==> config.mk <==
export PLATFORM = sky130hd
export DESIGN_NAME = spl_ram
export DESIGN_NICKNAME = d
export VERILOG_FILES = /design/src/sv/spl_ram.sv
export SDC_FILE = /design/constraint.sdc
export NUM_CORES = 2
export LEC_CHECK = 0
export BUFFER_PORTS_ARGS = -buffer_cell sky130_fd_sc_hd__buf_2
export CELL_PAD_IN_SITES_DETAIL_PLACEMENT = 1
export CELL_PAD_IN_SITES_GLOBAL_PLACEMENT = 1
export CORE_AREA = 2 2 519 521
export CTS_CLUSTER_SIZE = 40
export DETAILED_ROUTE_END_ITERATION = 16
export DIE_AREA = 0 0 521 523
export PLACE_DENSITY_LB_ADDON = 0.1
export SYNTH_ARGS = -nofsm -noshare
export SYNTH_HDL_FRONTEND = slang
export SYNTH_SLANG_ARGS = --single-unit
==> constraint.sdc <==
create_clock -name clk -period 3.9 [get_ports clk]
set_input_delay 0.39 -clock clk [delete_from_list [all_inputs] [get_ports clk]]
set_output_delay 0.39 -clock clk [all_outputs]
set_load 0.02 [all_outputs]
==> src/sv/spl_ram.sv <==
`default_nettype none
module spl_ram #(
	parameter int WIDTH = 64,
	parameter int DEPTH = 32
) (
	input  wire logic                                  clk,
	input  wire logic                                  we,
	input  wire logic [(DEPTH > 1 ? $clog2(DEPTH) : 1)-1:0] waddr,
	input  wire logic [WIDTH-1:0]                      wdata,
	input  wire logic                                  re,
	input  wire logic [(DEPTH > 1 ? $clog2(DEPTH) : 1)-1:0] raddr,
	output logic      [WIDTH-1:0]                      rdata
);
	logic [WIDTH-1:0] mem_q [DEPTH];

	always_ff @(posedge clk) begin
		if (we) begin
			mem_q[waddr] <= wdata;
		end
		if (re) begin
			rdata <= mem_q[raddr];
		end
	end
endmodule
`default_nettype wire

## Word level (Yosys, flattened, before mapping)

Memory sizes are Yosys's and may differ from the RTL's. A register that Yosys moved wholly into a read port is not among the register bits.
Index checks and enable logic that the tools add are counted.

- Register bits: 0
- Bits of input ports: 77
- Logic and storage cells: 3
- Output and inout port bits: 64
- Bits in writable memories: 2048
- Memories: 1

Memory list:

| memory | words | bits a word | read ports | clocked after Yosys merged registers in | wr ports | line | RTL |
|---|---|---|---|---|---|---|---|
| mem_q | 32 | 64 | 1 | 1 | 1 | 14 | `logic [WIDTH-1:0] mem_q [DEPTH];` |

- Multiplexer cells: 2

Operators by type and width:

| operator | count |
|---|---|
| 1-bit two-way mux | 2 |

## Depth between registers and ports, before layout

- Word-level depth: 2
- Depth in mapped cells: 9
- Gate-level depth less buffers: 4

## Worst setup path before layout

OpenSTA, ideal clock, no wires.

- Path type: input -> register
- Start: input port waddr[1] in the netlist's numbering
- End: memory mem_q[12][0], enable pin
- Cell stages on the path: 3
- Data arrival time: 3.726 ns
- Setup slack: -0.312 ns
- Path through: or3b_2 > clkbuf_1 > nor2_1

RTL lines:

| item | line | RTL |
|---|---|---|
| start: declaration | 8 | `input wire logic [(DEPTH > 1 ? $clog2(DEPTH) : 1)-1:0] waddr,` |
| end: declaration | 14 |  |

Straight into the memory's write port.

==> results by group <==
Outcome
  • Status: finished, final reports clean

Place
  • Worst slack at placement: 800.8 ps
  • Routability Congestion: 0.6993
  • PortBufs: 140
  • Hpwl dp: 119700 um
  • Dpl cells: 6802
  • Placed Area: 86570 um^2

Drt
  • Total iterations of the first detailed-routing run: 5
  • Wire per inst: 31.70 um
  • Total wire length: 231200 um
  • Antenna Nets Post-Route: 0
  • Initial DRC count: 3506
  • Remaining DRCs: 0
  • Routed vias/inst: 4.932
  • Via count: 35970

Final layout
  • Commonest non-fill, non-tap cells in the layout: 2112 x edfxtp_1, 602 x mux4_2, 231 x clkbuf_16
  • Synth-to-layout area growth: 18.72%
  • Final #Nets: 3621
  • Share of layout cells above drive strength 1: 0.3571
  • Post-layout instance area: 94510 um^2
  • Commonest non-fill, non-tap cell in the layout: edfxtp_1
  • Non-filler cells, final: 7294
  • Fillers: 25290

Timing
  • RSZ-0062 raised after global routing: false
  • Fin Hold WS: 181.6 ps
  • Tmin final: 2198 ps
  • Tightest Pin Transition: 1089 ps
  • Slew headroom: 0.2725
  • Final Max Tran Viols: 0
  • Fin. Hold Viols: 0
  • F_max: 455.0 MHz
  • Final period utilization: 0.5635
  • # setup viols final: 0
  • Setup ws final: 1702 ps
  • Fin Clk Skew: 70.03 ps

CTS
  • Clock root buffer: clkbuf_16
  • CTS Buf Count: 228
  • Worst-skew pair later-pin latency: 860 ps
  • CTS tree: yes
  • H-tree levels: 4
  • CTS clk-pin slew, worst paths: 60 ps
  • CTS sink count: 2112
  • Clk buf depth: 3
  • Post-CTS sizing: 0

Logic synthesis
  • Mean Syn Cell Area: 25.70 um^2
  • Yosys warnings: 0
  • #FFs+latches synth: 2112
  • Post-synthesis instance total: 3097
  • Post-synth EDFFs: 2112
  • Mapped cell area: 79610 um^2
  • Syn Nets: 3174
  • Post-synth cell types: 30
  • Register area share after synthesis: 0.7967
  • Async set-reset flop share out of synthesis: 0
  • Main synth FF type: edfxtp_1

GRT
  • GRT Overall Usage: 0.1704
  • Largest net degree at the start of global routing: 81
  • Met1 Usage GRT: 0.2385
  • First-pass GRT wire length: 321200 um
  • Initial antenna violation count: 27
  • Total grt overflow: 0
  • Grt met2 use: 0.2807
  • Vias in the first global route: 39280
  • Layer with the highest usage: met2
  • Met3 usage: 0.02651

Worst setup path
  • Worst path arrival time: 2800 ps
  • Worst endpoint required time: 4510 ps
  • Worst Path Max Fanout: 29
  • Crit end category: flip-flop
  • CP Launch Type: input pin
  • Critical path type: in -> reg

Power and ir drop
  • Logic gate share of total power: 0.049
  • Leak pwr: 29.14 nW
  • Total Power: 49.12 mW
  • Pwr dens: 519.8 nW/um^2
  • Switching Power: 10.54 mW
  • Switching Share: 0.2145
  • Peak VDD IR: 0.4542 mV
  • Power Internal: 38.59 mW
  • Sequential power share: 0.518
  • Clock network power share: 0.433

Floorplan
  • Number of I/O pins: 141
  • Die height: 523 um
  • Initial core utilization: 0.2982
  • Core Area: 267000 um^2
  • Die Width: 521 um
  • Die area: 272500 um^2
  • FP Rows: 190

Min path
  • Min-Delay Path Class: in -> reg

Run
  • Max cap viols: 0
-- critical path: stages --
cell and delay (ps):
buf_8 330, buf_12 370, buf_12 250, mux4_2 540, mux4_2 490, mux2_2 270
-- per-stage QoR --
| stage | util | setup TNS [ps] |
|---|---|---|
| 2_1_floorplan | - | -177510 |
| 3_3_place_gp | 0.3243 | 0 |
| 3_5_place_dp | 0.3243 | 0 |
| 4_1_cts | 0.3540 | 0 |
| 5_1_grt | 0.3540 | 0 |
| 6_report | 0.3540 | 0 |
-- Yosys cell counts (all sizes together) (3+ instances only) --
master / number / area (um^2)
o22ai: 10 / 62.56
o2bb2ai: 3 / 26.28
mux2i: 38 / 380.4
and2: 4 / 25.03
o211ai: 3 / 22.52
edfxtp: 2112 / 63420
o31a: 3 / 26.28
clkbuf: 55 / 206.5
a211oi: 3 / 22.52
nor2b: 4 / 25.02
buf: 101 / 535.5
nor2: 41 / 153.9
mux4: 602 / 13560
nand2: 3 / 11.26
o221ai: 3 / 26.28
a22oi: 3 / 22.52
a221oi: 12 / 105.1
o21ai: 9 / 45.04
mux2: 74 / 833.3
nand3b: 5 / 37.54
-- power groups by stage --
stage | clock network (mW) | registers [mW] | logic (mW)
4_1_cts | 21.9 | 25.5 | 2.49
6_report | 21.3 | 25.5 | 2.42
5_1_grt | 22.7 | 25.5 | 2.61
3_3_place_gp | 0 | 25.9 | 2.36
2_1_floorplan | 0 | 26.0 | 1.27
3_5_place_dp | 0 | 25.9 | 2.42
-- routing by layer --
layer	vias up	routed length, um	share of wire
met5	-	123	0.00053
met4	20	4034	0.017
met3	314	9689	0.042
met2	814	112900	0.49
met1	20320	104500	0.45
li1	14510	-	-
-- cells by family (layout without fill, tap and decap cells) --
group	Yosys count	count (layout)	share of synthesized area
AO/OA/AOI/OAI	50	50	0.004621
buffers and inverters	157	796	0.009368
multiplexers	714	714	0.1856
other	0	6	0
AND/OR/NAND/NOR	64	64	0.003757
flip-flops	2112	2112	0.7967
-- worst paths after layout --
| check | start | end | slack [ps] | cells after the start |
|---|---|---|---|---|
| setup / recovery | raddr[0] | rdata[50] | 1700 | 6 |
| hold / removal | re | rdata[25] | 180 | 1 |
| setup reg to reg | mem_q[24][26] | rdata[26] | 1890 | 3 |
| hold reg to reg | mem_q[20][46] | rdata[46] | 920 | 4 |
-- registers in the layout (all words and copies together) (netlist names) --
signal and flops:
rdata 64, mem_q 2048
-- final cells by class --
type	count	area [um^2]	area share
Antenna cell	6	15.01	0.0001589
Clock buffer	277	5953	0.06299
Clock inverter	145	1335	0.01413
Inverter	1	3.754	0.00003972
Multi-Input combinational cell	828	15680	0.1659
Sequential cell	2112	63420	0.6711
Tap cell	3552	4444	0.04702
Timing Repair Buffer	373	3659	0.03871
-- what timing repair did --
action                                 in CTS  in global routing
hold buffers                               64                  0
setup buffers                               0                  0
endpoints found under the hold margin    1921                  0
(Power assumes the default switching activity.)
